--- config.mk ---
export PLATFORM = sky130hd
export DESIGN_NAME = jpeg_sof_height_finder
export DESIGN_NICKNAME = d
export VERILOG_FILES = /design/src/jsof_pkg.sv /design/src/jpeg_sof_height_finder.sv
export SDC_FILE = /design/constraint.sdc
export NUM_CORES = 1
export LEC_CHECK = 0
export ABC_CLOCK_PERIOD_IN_PS = 4000
export BUFFER_PORTS_ARGS = -buffer_cell sky130_fd_sc_hd__buf_4
export CORE_MARGIN = 8
export CORE_UTILIZATION = 55
export DETAILED_ROUTE_END_ITERATION = 8
export PLACE_DENSITY = 0.82
export SKIP_CTS_REPAIR_TIMING = 1
export SLEW_MARGIN = 20
export SYNTH_ARGS = -nofsm -noshare
export SYNTH_HDL_FRONTEND = slang
export SYNTH_SLANG_ARGS = --single-unit
--- constraint.sdc ---
create_clock -name clk -period 4 [get_ports clk]
set_input_delay 0.6 -clock clk [delete_from_list [all_inputs] [get_ports clk]]
set_output_delay 0.6 -clock clk [all_outputs]
set_load 0.05 [all_outputs]
--- src/jsof_pkg.sv ---
package jsof_pkg;

  // Default width of the running byte counter.
  localparam int unsigned POSITION_BITS_DEF = 24;

  localparam int unsigned HEIGHT_W = 16;
  localparam int unsigned OFFSET_W = 24;

  // Marker bytes.
  localparam logic [7:0] MK_FF    = 8'hff;
  localparam logic [7:0] MK_SOI   = 8'hd8;
  localparam logic [7:0] MK_RST0  = 8'hd0;
  localparam logic [7:0] MK_RST7  = 8'hd7;
  localparam logic [7:0] MK_SOS   = 8'hda;
  localparam logic [7:0] MK_EOI   = 8'hd9;
  localparam logic [7:0] MK_SOF0  = 8'hc0;
  localparam logic [7:0] MK_SOF1  = 8'hc1;
  localparam logic [7:0] MK_SOF2  = 8'hc2;

  typedef struct packed {
    logic [7:0] byte_value;
    logic       last_byte;
  } in_t;

  typedef struct packed {
    logic                found;
    logic [HEIGHT_W-1:0] frame_height;
    logic [OFFSET_W-1:0] height_offset;
  } out_t;

  typedef enum logic [11:0] {
    PH_SOI_FF     = 12'h001,
    PH_SOI_D8     = 12'h002,
    PH_MARK_FF    = 12'h004,
    PH_MARK_CODE  = 12'h008,
    PH_LEN_HI     = 12'h010,
    PH_LEN_LO     = 12'h020,
    PH_SKIP       = 12'h040,
    PH_SOF_LEN_HI = 12'h080,
    PH_SOF_LEN_LO = 12'h100,
    PH_SOF_PREC   = 12'h200,
    PH_SOF_HT_HI  = 12'h400,
    PH_SOF_HT_LO  = 12'h800
  } phase_t;

endpackage

--- src/jpeg_sof_height_finder.sv ---
// JPEG SOF height finder. Feed the bytes of one JPEG buffer in order, one per
// transaction, with last_byte set on the final byte. The buffer must open with
// FF D8; marker segments are then walked (FF fill skipped, SOI/RST0..7 stand
// alone, everything else skipped by its 16-bit length). At the first SOF0,
// SOF1 or SOF2 one result transaction reports found=1, the big-endian height
// and the byte offset of the height's first byte. SOS, EOI, a stray non-FF
// byte where a marker belongs, a segment length below 2, or the buffer ending
// first gives one result with found=0 and zero fields. At most one result per
// buffer; the rest of the buffer is swallowed and the block re-arms after the
// last byte. Throughput is one byte per clock: the parser state updates on each
// accepted byte and the result lands in an output register, so in_stall only
// rises while a result sits in that register and the consumer holds out_stall.
// out_valid rises in the cycle after the deciding byte is accepted. The byte
// counter is POSITION_BITS wide and wraps; the reported offset is that count
// cut or zero-extended to 24 bits.
module jpeg_sof_height_finder #(
  parameter int unsigned POSITION_BITS = jsof_pkg::POSITION_BITS_DEF
) (
  input  logic           clk,
  input  logic           rst_n,
  input  logic           in_valid,
  output logic           in_stall,
  input  jsof_pkg::in_t  in_data,
  output logic           out_valid,
  input  logic           out_stall,
  output jsof_pkg::out_t out_data
);

  // Parser state
  jsof_pkg::phase_t   phase_r, phase_nxt;
  logic [POSITION_BITS-1:0] pos_r, pos_nxt;
  logic [15:0]        skip_r, skip_nxt;
  logic [7:0]         hup_r, hup_nxt;
  logic               decided_r, decided_nxt;

  // Output register
  logic               out_valid_r, out_valid_nxt;
  jsof_pkg::out_t     out_data_r, out_data_nxt;

  logic               in_fire;
  logic               res_valid;
  jsof_pkg::out_t     res;
  logic [7:0]         b;
  logic [15:0]        seg_len;
  logic [15:0]        skip_dec;
  logic [POSITION_BITS-1:0] off_full;
  logic [31:0]        off_ext;

  // A new byte can enter whenever the output slot is free or being drained.
  assign in_stall  = out_valid_r & out_stall;
  assign in_fire   = in_valid & ~in_stall;
  assign out_valid = out_valid_r;
  assign out_data  = out_data_r;

  assign b        = in_data.byte_value;
  assign seg_len  = {skip_r[7:0], b};
  assign skip_dec = (skip_r != 16'd0) ? skip_r - 16'd1 : skip_r;
  assign off_full = pos_r - POSITION_BITS'(1);
  assign off_ext  = 32'(off_full);

  always_comb begin
    phase_nxt   = phase_r;
    pos_nxt     = pos_r + POSITION_BITS'(1);
    skip_nxt    = skip_r;
    hup_nxt     = hup_r;
    decided_nxt = decided_r;
    res_valid   = 1'b0;
    res         = '0;

    if (!decided_r) begin
      unique case (phase_r)
        jsof_pkg::PH_SOI_FF: begin
          if (b == jsof_pkg::MK_FF) phase_nxt = jsof_pkg::PH_SOI_D8;
          else res_valid = 1'b1;
        end
        jsof_pkg::PH_SOI_D8: begin
          if (b == jsof_pkg::MK_SOI) phase_nxt = jsof_pkg::PH_MARK_FF;
          else res_valid = 1'b1;
        end
        jsof_pkg::PH_MARK_FF: begin
          if (b == jsof_pkg::MK_FF) phase_nxt = jsof_pkg::PH_MARK_CODE;
          else res_valid = 1'b1;
        end
        jsof_pkg::PH_MARK_CODE: begin
          priority if (b == jsof_pkg::MK_FF) begin
            // fill byte, stay
          end else if (b == jsof_pkg::MK_SOI ||
                       (b >= jsof_pkg::MK_RST0 && b <= jsof_pkg::MK_RST7)) begin
            phase_nxt = jsof_pkg::PH_MARK_FF;
          end else if (b == jsof_pkg::MK_SOS || b == jsof_pkg::MK_EOI) begin
            res_valid = 1'b1;
          end else if (b == jsof_pkg::MK_SOF0 || b == jsof_pkg::MK_SOF1 ||
                       b == jsof_pkg::MK_SOF2) begin
            phase_nxt = jsof_pkg::PH_SOF_LEN_HI;
          end else begin
            phase_nxt = jsof_pkg::PH_LEN_HI;
          end
        end
        jsof_pkg::PH_LEN_HI: begin
          skip_nxt  = {8'd0, b};
          phase_nxt = jsof_pkg::PH_LEN_LO;
        end
        jsof_pkg::PH_LEN_LO: begin
          if (seg_len < 16'd2) begin
            res_valid = 1'b1;
          end else begin
            skip_nxt  = seg_len - 16'd2;
            phase_nxt = (seg_len == 16'd2) ? jsof_pkg::PH_MARK_FF : jsof_pkg::PH_SKIP;
          end
        end
        jsof_pkg::PH_SKIP: begin
          skip_nxt = skip_dec;
          if (skip_dec == 16'd0) phase_nxt = jsof_pkg::PH_MARK_FF;
        end
        jsof_pkg::PH_SOF_LEN_HI: phase_nxt = jsof_pkg::PH_SOF_LEN_LO;
        jsof_pkg::PH_SOF_LEN_LO: phase_nxt = jsof_pkg::PH_SOF_PREC;
        jsof_pkg::PH_SOF_PREC:   phase_nxt = jsof_pkg::PH_SOF_HT_HI;
        jsof_pkg::PH_SOF_HT_HI: begin
          hup_nxt   = b;
          phase_nxt = jsof_pkg::PH_SOF_HT_LO;
        end
        jsof_pkg::PH_SOF_HT_LO: begin
          res_valid         = 1'b1;
          res.found         = 1'b1;
          res.frame_height  = {hup_r, b};
          res.height_offset = off_ext[jsof_pkg::OFFSET_W-1:0];
        end
        default: res_valid = 1'b1;
      endcase
      // buffer ends undecided: not found
      if (in_data.last_byte) res_valid = 1'b1;
    end

    if (res_valid) decided_nxt = 1'b1;

    if (in_data.last_byte) begin
      phase_nxt   = jsof_pkg::PH_SOI_FF;
      pos_nxt     = '0;
      skip_nxt    = '0;
      hup_nxt     = '0;
      decided_nxt = 1'b0;
    end
  end

  always_comb begin
    out_data_nxt  = out_data_r;
    out_valid_nxt = out_valid_r & out_stall;
    if (in_fire) begin
      out_valid_nxt = res_valid;
      if (res_valid) out_data_nxt = res;
    end
  end

  always_ff @(posedge clk) begin
    if (!rst_n) begin
      phase_r     <= jsof_pkg::PH_SOI_FF;
      pos_r       <= '0;
      skip_r      <= '0;
      hup_r       <= '0;
      decided_r   <= 1'b0;
      out_valid_r <= 1'b0;
    end else begin
      out_valid_r <= out_valid_nxt;
      if (in_fire) begin
        phase_r   <= phase_nxt;
        pos_r     <= pos_nxt;
        skip_r    <= skip_nxt;
        hup_r     <= hup_nxt;
        decided_r <= decided_nxt;
      end
    end
  end

  always_ff @(posedge clk) begin
    out_data_r <= out_data_nxt;
  end

endmodule

== Word-level counts from Yosys, hierarchy flattened ==
Cells that the tools add are included.

* Bitwise gates (word level): 4
* Equal/unequal tests: 28
* Reductions and logical operators: 19
* Mux-type cells: 35
* Order comparisons: 3
* Add/subtract/negate cells: 4

{| class="wikitable"
|+ Operator list
! operator !! number
|-
| 12-bit one-hot mux with 11 select lines || 1
|-
| 12-bit two-way mux || 10
|-
| 16-bit two-way mux || 4
|-
| 8-bit == test, second input constant || 7
|-
| 16-bit one-hot mux with 3 select lines || 1
|-
| 41-bit two-way mux || 1
|-
| 8-bit two-way mux || 4
|-
| 24-bit by 1-bit adder with 24-bit output, second input constant || 1
|-
| 24-bit two-way mux || 1
|-
| 24-bit by 1-bit subtractor with 24-bit output, second input constant || 1
|-
| 3-bit inequality test, second input constant || 6
|-
| 16-bit by 2-bit == test with 1-bit output, second input constant || 1
|-
| 16-bit zero test || 1
|-
| 16-bit by 2-bit < comparator with 1-bit output, second input constant || 1
|-
| 16-bit nonzero test || 1
|-
| 16-bit by 1-bit subtractor with 16-bit output, second input constant || 1
|-
| 16-bit by 2-bit subtractor with 16-bit output, second input constant || 1
|-
| 12-bit by 1-bit == test with 1-bit output, second input constant || 1
|-
| 12-bit by 10-bit == test with 1-bit output, second input constant || 1
|-
| 12-bit by 11-bit == test with 1-bit output, second input constant || 1
|-
| 12-bit == test, second input constant || 1
|-
| 12-bit by 2-bit == test with 1-bit output, second input constant || 1
|-
| 12-bit by 3-bit == test with 1-bit output, second input constant || 1
|-
| 12-bit by 4-bit == test with 1-bit output, second input constant || 1
|-
| 25 further kinds || 43
|}

* Register bits: 103
* Output and inout port bits: 43
* Word-level logic and storage cells: 102
* Input port bits: 13

== Depth between registers and ports, before layout ==
Gate-level depths: netlist (run 1).

* Depth in word-level cells: 10
* Gate-level depth with buffers: 11
* Depth with buffers taken out: 9

== Least setup slack after synthesis (run 1) ==
No wires, ideal clock.

* Path kind: input-to-reg
* From: in in_data[3] (netlist bit)
* To: reg out_data_r (netlist bit out_data[0]) (enable)
* Library setup time: 0.397 ns
* Path slack: 0.519 ns
* Stages: 6
* Data arrival time: 3.084 ns
* Buffers on the path: 1
* Cell sequence: clkbuf_2 > or4_4 > o41ai_4 > or3b_1 > o211ai_4 > o211a_1

* Longest elaborated chain between the ends: 9

{| class="wikitable"
|+ Ends and longest elaborated chain
! what !! line !! RTL
|-
| from (decl) || jpeg_sof_height_finder.sv:23 || <nowiki>input jsof_pkg::in_t in_data,</nowiki>
|-
| 8-bit greater-or-equal comparator, or another cell as far along || jpeg_sof_height_finder.sv:88 || <nowiki>(b >= jsof_pkg::MK_RST0 && b <= jsof_pkg::MK_RST7)) begin</nowiki>
|-
| 1-bit logical AND or 1-bit logical OR (tied branches) || jpeg_sof_height_finder.sv:88, jpeg_sof_height_finder.sv:90 ||
|-
| 1-bit logical OR or 1-bit two-way mux (tied branches) || jpeg_sof_height_finder.sv:87, jpeg_sof_height_finder.sv:90 ||
|-
| 1-bit two-way mux || jpeg_sof_height_finder.sv:87 || <nowiki>end else if (b == jsof_pkg::MK_SOI ||</nowiki>
|-
| 1-bit two-way mux || jpeg_sof_height_finder.sv:85 || <nowiki>priority if (b == jsof_pkg::MK_FF) begin</nowiki>
|-
| 1-bit one-hot mux with 5 select lines (*) || jpeg_sof_height_finder.sv:71 || <nowiki>unique case (phase_r)</nowiki>
|-
| 1-bit two-way mux (*) || jpeg_sof_height_finder.sv:131 || <nowiki>if (in_data.last_byte) res_valid = 1'b1;</nowiki>
|-
| 1-bit two-way mux (*) || jpeg_sof_height_finder.sv:70 || <nowiki>if (!decided_r) begin</nowiki>
|-
| 2-bit AND reduction (no source line) (*) || -- ||
|-
| to (signal assigned) || jpeg_sof_height_finder.sv:175 || <nowiki>out_data_r <= out_data_nxt;</nowiki>
|-
| to (decl) || jpeg_sof_height_finder.sv:38 || <nowiki>jsof_pkg::out_t out_data_r, out_data_nxt;</nowiki>
|}

Every way passes the cells marked *; elsewhere a longest branch is shown, timed or not.
A chain may end at the register's enable or synchronous reset.

== Worst setup path in the final report (run 1) ==
* From: reg skip_r[0]
* To: reg phase_r[2]

* Longest elaborated chain between the ends: 6

{| class="wikitable"
|+ Ends and longest elaborated chain
! what !! line !! RTL
|-
| from (decl) || jpeg_sof_height_finder.sv:32 || <nowiki>logic [15:0] skip_r, skip_nxt;</nowiki>
|-
| from (signal assigned) || jpeg_sof_height_finder.sv:167 || <nowiki>skip_r <= skip_nxt;</nowiki>
|-
| parallel branches: the longest is 6 deep, another holds 16-bit by 1-bit subtractor with 16-bit output || -- ||
|-
| to (signal assigned) || jpeg_sof_height_finder.sv:156 || <nowiki>phase_r <= jsof_pkg::PH_SOI_FF;</nowiki>
|-
| to (signal assigned) || jpeg_sof_height_finder.sv:165 || <nowiki>phase_r <= phase_nxt;</nowiki>
|-
| to (decl) || jpeg_sof_height_finder.sv:30 || <nowiki>jsof_pkg::phase_t phase_r, phase_nxt;</nowiki>
|}

Parallel ways; which one is timed is not known. The select of a mux whose other input is x is not followed.

==> results of run 1 <==
## registers in the layout, indices dropped and copies added, names as in the netlist
| name | flops |
|---|---|
| decided_r | 1 |
| hup_r | 8 |
| out_data | 41 |
| out_valid | 1 |
| phase_r | 12 |
| pos_r | 24 |
| skip_r | 16 |
## metrics by stage
| step | utilization, % | hold WS [ns] | power (mW) | setup slack, ns | instance area (um2) |
|---|---|---|---|---|---|
| floorplan | - | 0.4819 | 1.351 | 0.5194 | 5891 |
| global placement | 60.73 | 0.5012 | 1.427 | 0.8141 | 6297 |
| detailed placement | 60.73 | 0.5119 | 1.433 | 0.7927 | 6297 |
| CTS | 62.62 | 0.5319 | 2.094 | 0.8476 | 6494 |
| global route | 62.62 | 0.5567 | 2.153 | 0.6122 | 6494 |
| finish | 62.62 | 0.5319 | 2.091 | 0.8468 | 6494 |
## per-layer routing
metal	wire length, um	GRT usage (%)	part of all wire [%]
met5	0	0	0
met1	6439	27.03	45
met2	6571	31.26	46
met4	136	4.840	0.95
met3	1172	4.173	8.2
## cells in the final DEF (no fill, tap or decap), types with 4 or more instances in the layout
| cell | synthesis | layout |
|---|---|---|
| nor3b_1 | 6 | 6 |
| nor2b_1 | 23 | 23 |
| nand4_1 | 15 | 15 |
| o22ai_1 | 8 | 8 |
| a21boi_0 | 8 | 8 |
| a21oi_1 | 16 | 16 |
| clkbuf_8 | 0 | 9 |
| nand3_1 | 18 | 18 |
| dfxtp_1 | 62 | 62 |
| and3_1 | 12 | 12 |
| o21ai_0 | 26 | 26 |
| or4_1 | 6 | 6 |
| mux2i_1 | 10 | 10 |
| and2_1 | 18 | 18 |
| buf_4 | 1 | 62 |
| a22oi_1 | 18 | 18 |
| xor2_1 | 34 | 34 |
| nand2_1 | 64 | 64 |
| o31ai_1 | 7 | 7 |
| nor4_1 | 17 | 17 |
| nor2_1 | 88 | 88 |
| or3_1 | 9 | 9 |
| a31oi_1 | 4 | 4 |
| inv_1 | 14 | 14 |
| ha_1 | 6 | 6 |
| nor3_1 | 23 | 23 |
| edfxtp_1 | 41 | 41 |
| xnor2_1 | 24 | 24 |
## cells by family (layout without fill, tap and decap cells)
kind of cell,after synthesis,after routing
buffers and inverters,68,92
AND/OR/NAND/NOR,322,322
adder cells (fa/ha/maj),6,6
flip-flops,103,103
multiplexers,10,10
XOR/XNOR,58,58
AO/OA/AOI/OAI,115,115
## worst paths after layout
check / end / slack (ns) / cells after the start
max: phase_r[2] / 0.85 / 10
min: phase_r[5] / 0.53 / 2
max reg2reg: phase_r[2] / 0.85 / 10
min reg2reg: phase_r[5] / 0.53 / 2
## critical path, delay by kind of cell (launching register included)
| kind | cells | cell delay (ns) |
|---|---|---|
| DFF | 1 | 0.41 |
| muxes | 1 | 0.22 |
| buffers and inverters | 2 | 0.38 |
| AOI/OAI and AO/OA | 3 | 0.97 |
| adders and majority gates | 1 | 0.27 |
| and+or+nand+nor | 3 | 0.83 |
## area by class of cell
cell class | count | area, um2
fill | 890 | 3876
multi-input combinational | 511 | 3137
sequential | 103 | 2472
timing repair buffer | 62 | 465.4
tap | 136 | 170.2
clock buffer | 11 | 131.4
clock inverter | 5 | 65.06
inverter | 14 | 52.55
## report_power, final
group          leakage, nW  total [mW]  switching [mW]  internal (mW)
clock network       0.0921       0.683           0.385          0.297
logic                 1.50       0.278           0.198         0.0797
registers            0.910        1.13          0.0109           1.12
total                 2.50        2.09           0.595           1.50
==> run_results.csv, run 1 <==
group,metric,value,unit
run_status,status,"finished, final reports clean",
power_and_ir_drop,leakage,2.501,nW
cells_and_area,num_antenna_cells,0,
placed_design,dp_hpwl,10210,um
cells_and_area,nNetsFinal,720,
sta,tightest_slew,0.9192,ns
floorplan,core_area,10370,um2
floorplan,die_area,14280,um2
logic_synthesis,synthAdderAreaFrac,1.274,%
detailed_routing,drt-initial-drc-count,530,
sta,setup_tns,0,ns
critical_path,cpMaxStageDelayCell,"or3b_2",
sta,hold_viol,0,
critical_path,endpoint_kind,"flip-flop",
floorplan,io_pins,56,
critical_path,required,4.31,ns
logic_synthesis,synth_most_common_cell,"nor2_1",
detailed_routing,via_per_inst,6.050,
detailed_routing,drtAntennaViolNets,0,
placed_design,port-buffer-count,55,
logic_synthesis,async_flop_share,0,%
clock_tree,cts-root-buf,"clkbuf_8",
logic_synthesis,synth.area.top_cells,"dfxtp_1 21%, edfxtp_1 21%, nor2_1 5.6%, xor2_1 5.1%, nand2_1 4.1%",
power_and_ir_drop,ir_drop,0.0001711,V
clock_tree,numCtsBuffers,9,
critical_path,timing.rr.start,"skip_r[0]",
logic_synthesis,netlist_instances,682,
global_route,grt-ovfl-total,0,
placed_design,gp_congestion,0.8699,
global_route,antenna_found_initial,0,
floorplan,die_w,119.5,um
sta,finalSetupViolCount,0,
clock_tree,clock_sinks,103,
cells_and_area,drive_gt1_share,12.75,%
global_route,grt.total_usage,19.76,%
clock_tree,path_clk_slew,0.11,ns
global_route,grt_max_degree,43,
critical_path,cpPeakStageDelay,0.50,ns
floorplan,initial_core_util,56.81,%
sta,slew-limit-headroom,38.07,%
logic_synthesis,syn_area,5891,um2
floorplan,die_y,119.5,um
clock_tree,clk_latency,0.38,ns
detailed_routing,num_vias,5094,
logic_synthesis,yosys_warnings,0,
logic_synthesis,ys_seq_elements,103,
logic_synthesis,yosysSeqAreaShare,41.97,%
logic_synthesis,synth_commonest_cells,"88 x nor2_1, 64 x nand2_1, 62 x dfxtp_1",
global_route,grt_pass1_wl,23300,um
logic_synthesis,synth_edf_count,41,
run,max_cap_viol_count,0,
detailed_routing,drt_wl_total,14320,um
sta,finalMaxSlewViolations,0,
min_path,worstHoldStart,"phase_r[5]",
logic_synthesis,synthDominantCellAreaShare,21.07,%
logic_synthesis,synth_xor_area_share,8.624,%
placed_design,placed_cells,826,
cells_and_area,syn_to_final_growth,10.24,%
power_and_ir_drop,power_per_cell_area,322.0,nW/um2
logic_synthesis,syn_avg_cell_area,8.637,um2
sta,period_share,78.83,%
sta,max_freq,317.1,MHz
clock_tree,clock_path_buffers,2,
min_path,hold_path.class,"reg2reg",
logic_synthesis,syn_nets,701,
cells_and_area,final_cell_count_no_fill,842,
clock_tree,htree_levels,3,
logic_synthesis,synth_cell_type_count,65,
logic_synthesis,synth_mux_area_share,1.699,%
logic_synthesis,yosys.area_share.simple,28.10,%
critical_path,path_cells,"inv_1, ha_1, or3b_2, o31a_1, and2_4, o41ai_1, nand2_1, o31ai_1, buf_4, mux2i_1",
sta,rsz0062_at_grt,"no",
floorplan,fp-row-count,37,
logic_synthesis,synth_top_family_by_area,"simple AND/OR/NAND/NOR gates",
critical_path,critPathLaunchType,"flip-flop",
detailed_routing,wl_per_cell,17.01,um
critical_path,cp_max_fo,10,
critical_path,crit_type,"reg2reg",
critical_path,crit_arrival,3.46,ns
sta,fin_crit,3.153,ns
detailed_routing,dr.pass1.iters,5,
critical_path,startpoint,"skip_r[0]",
detailed_routing,drc,0,
logic_synthesis,yosys_most_used_dff,"dfxtp_1",
logic_synthesis,synth_compound_area_share,13.55,%
global_route,grt_pass1_vias,4648,
sta,fin_skew,0.01600,ns
logic_synthesis,synth.largest_area_cell,"dfxtp_1",
clock_tree,cts_tree,"built",
Note: power is estimated with default switching activity, not from simulation.
==> inputs of run 2 (changes only) <==
ABC_AREA = 1   (was default)
ABC_CLOCK_PERIOD_IN_PS = 2610   (was 4000)
CORE_UTILIZATION = 54   (was 55)
PLACE_DENSITY = 0.84   (was 0.82)
clock period = 2.61 ns   (was 4 ns; I/O delays follow)
==> run_results.csv, run 2 <==
group,metric,value,unit
critical_path,required,2.88,ns
floorplan,initial_core_util,54.69,%
global_route,grt_max_degree,38,
logic_synthesis,synth_edf_count,41,
logic_synthesis,synth.largest_area_cell,"dfxtp_1",
sta,finalMaxSlewViolations,0,
min_path,hold_path.class,"in2reg",
clock_tree,cts-root-buf,"clkbuf_8",
clock_tree,htree_levels,3,
logic_synthesis,synth_commonest_cells,"175 x nand2_1, 132 x nor2_1, 100 x inv_1",
sta,rsz0062_at_grt,"no",
critical_path,ff2ff_path_depth,17,
global_route,grt_pass1_vias,5329,
cells_and_area,mostFrequentLayoutCells,"175 x nand2_1, 130 x nor2_1, 99 x inv_1, 68 x buf_4, 66 x a21oi_1",
logic_synthesis,yosysSeqAreaShare,42.07,%
sta,setup_ws,0.1819,ns
logic_synthesis,syn_area,5877,um2
floorplan,die_w,120.3,um
clock_tree,path_clk_slew,0.11,ns
sta,max_freq,411.8,MHz
sta,finalSetupViolCount,0,
min_path,min_path_cells,3,
clock_tree,clk_latency,0.38,ns
sta,period_share,93.03,%
detailed_routing,num_vias,5721,
detailed_routing,drt_wl_total,15100,um
logic_synthesis,synth_most_common_cell,"nand2_1",
logic_synthesis,async_flop_share,0,%
power_and_ir_drop,leakage,2.968,nW
global_route,grt-ovfl-total,0,
critical_path,timing.rr.start,"skip_r[0]",
placed_design,port-buffer-count,55,
clock_tree,clock_sinks,103,
cells_and_area,seqCellArea,2472,um2
placed_design,pre_cts_slack,0.03151,ns
logic_synthesis,synthDominantCellAreaShare,21.12,%
sta,hold_viol,0,
floorplan,die_y,120.3,um
power_and_ir_drop,comb_power_share,34.0,%
power_and_ir_drop,clkPwrFrac,23.4,%
cells_and_area,multi_input_area,2925,um2
power_and_ir_drop,ir_drop,0.0003553,V
cells_and_area,fillerInstances,992,
sta,tightest_slew,0.8644,ns
min_path,hold_end,"phase_r[9]",
run,max_cap_viol_count,0,
sta,fin_skew,0.02178,ns
critical_path,crit_arrival,2.70,ns
critical_path,r2r_setup_slack,0.18,ns
logic_synthesis,ys_seq_elements,103,
logic_synthesis,syn_avg_cell_area,7.123,um2
power_and_ir_drop,switchingPower,1.857,mW
clock_tree,clock_path_buffers,2,
logic_synthesis,yosys_warnings,0,
cells_and_area,final_common_cell,"nand2_1",
detailed_routing,drc,0,
clock_tree,numCtsBuffers,9,
sta,fin_crit,2.428,ns
global_route,antenna_found_initial,0,
logic_synthesis,yosys_most_used_dff,"dfxtp_1",
power_and_ir_drop,seqPwrFrac,42.5,%
global_route,grt_pass1_wl,24910,um
floorplan,fp-row-count,38,
critical_path,endpoint_kind,"flip-flop",
clock_tree,cts_tree,"built",
global_route,grt.total_usage,20.78,%
cells_and_area,design_area,6711,um2
floorplan,io_pins,56,
detailed_routing,via_per_inst,5.565,
detailed_routing,wl_per_cell,14.69,um
logic_synthesis,syn_nets,844,
floorplan,core_area,10750,um2
power_and_ir_drop,intPower,2.820,mW
logic_synthesis,synth_cell_type_count,44,
critical_path,crit_type,"reg2reg",
critical_path,critPathLaunchType,"flip-flop",
sta,slew-limit-headroom,42.31,%
power_and_ir_drop,sw_frac_of_total,39.71,%
cells_and_area,final_core_util,62.46,%
critical_path,rr_endpoint,"phase_r[2]",
logic_synthesis,synth.area.top_cells,"dfxtp_1 21%, edfxtp_1 21%, nand2_1 11%, nor2_1 8.4%, inv_1 6.4%",
placed_design,gp_congestion,0.9517,
detailed_routing,dr.pass1.iters,5,
cells_and_area,syn_to_final_growth,14.20,%
cells_and_area,largest_reg_flops,41,
placed_design,dpl_cell_area,6466,um2
detailed_routing,drt-initial-drc-count,546,
critical_path,cp_max_fo,13,
logic_synthesis,netlist_instances,825,
min_path,worstHoldStart,"rst_n",
detailed_routing,drtAntennaViolNets,0,
placed_design,dp_hpwl,11300,um
cells_and_area,drive_gt1_share,13.74,%
floorplan,die_area,14480,um2
power_and_ir_drop,power_per_cell_area,696.8,nW/um2
cells_and_area,num_antenna_cells,0,
cells_and_area,nNetsFinal,902,
run_status,status,"finished, final reports clean",
-- run 2: cell count changes in the layout (fill, tap and decap cells not counted), sizes merged, moves of 15 or more --
cell	previous run	this run
a21oi	16	66
a22oi	18	0
and2	19	1
inv	16	108
nand2	64	182
nand3	18	62
nor2	88	147
nor2b	23	0
o21ai	27	42
xnor2	24	1
xor2	34	11
-- run 2: area by class of cell --
cell class	instances	area share, %
multi-input combinational	597	43.59
sequential	103	36.84
timing repair buffer	69	7.905
inverter	103	5.798
tap	140	2.610
clock buffer	9	1.846
clock inverter	7	1.417
-- run 2: critical path: stages (launching register included) --
cell and delay (ns):
dfxtp_1 0.38, inv_2 0.12, ha_1 0.20, nand2_1 0.09, nor2_2 0.17, nand2_2 0.16, nand2_1 0.11, nand2_1 0.06
nor2_1 0.11, nand3_1 0.09, nor2_1 0.16, nand3_1 0.11, nand2_2 0.11, nand2_4 0.13, nand2_4 0.14, nand2_1 0.07
nand2_1 0.07, nor2_1 0.04
-- run 2: how the worst max path moves through the flow --
stage / start / end / slack, ns / depth (start not counted)
CTS: phase_r[10] / skip_r[4] / -0.006 / 11
floorplan: skip_r[0] / out_data[0] / 0.006 / 9
detailed placement: phase_r[10] / skip_r[4] / 0.03 / 11
global route: pos_r[0] / out_data[23] / 0.002 / 12
global placement: skip_r[0] / phase_r[11] / 0.05 / 17
finish: skip_r[0] / phase_r[2] / 0.18 / 17
-- run 2: cells by family after synthesis --
group           after synthesis  synth area share [%]
compound gates              135                 12.80
simple gates                443                 33.47
fa+ha+maj                     6                 1.277
xor+xnor                     12                 1.788
buf+inv                     126                 8.601
flops                       103                 42.07
-- run 2: stage by stage --
step,setup TNS (ns),hold WS [ns],power [mW],instances
after CTS,-0.006026,0.3051,4.660,1027
after detailed placement,0,0.4572,3.583,1011
final,0,0.3138,4.677,1028
after floorplan,0,0.4453,3.187,825
after global routing,0,0.3183,4.907,1028
after global placement,0,0.4528,3.557,1011
-- run 2: power by group through the flow --
stage          Clock [mW]  Combinational [mW]  Sequential [mW]
2_1_floorplan           0               0.717             2.47
3_5_place_dp            0                1.56             2.03
3_3_place_gp            0                1.54             2.02
6_report             1.10                1.59             1.99
4_1_cts              1.11                1.56             1.99
5_1_grt              1.17                1.72             2.01
-- run 2: metal layers --
| layer | routed length [um] | track usage [%] | up-vias |
|---|---|---|---|
| met1 | 6239 | 23.89 | 2637 |
| met5 | 0 | 0 | - |
| li1 | - | - | 2836 |
| met2 | 7466 | 36.85 | 211 |
| met4 | 370 | 7.806 | 0 |
| met3 | 1020 | 4.802 | 37 |
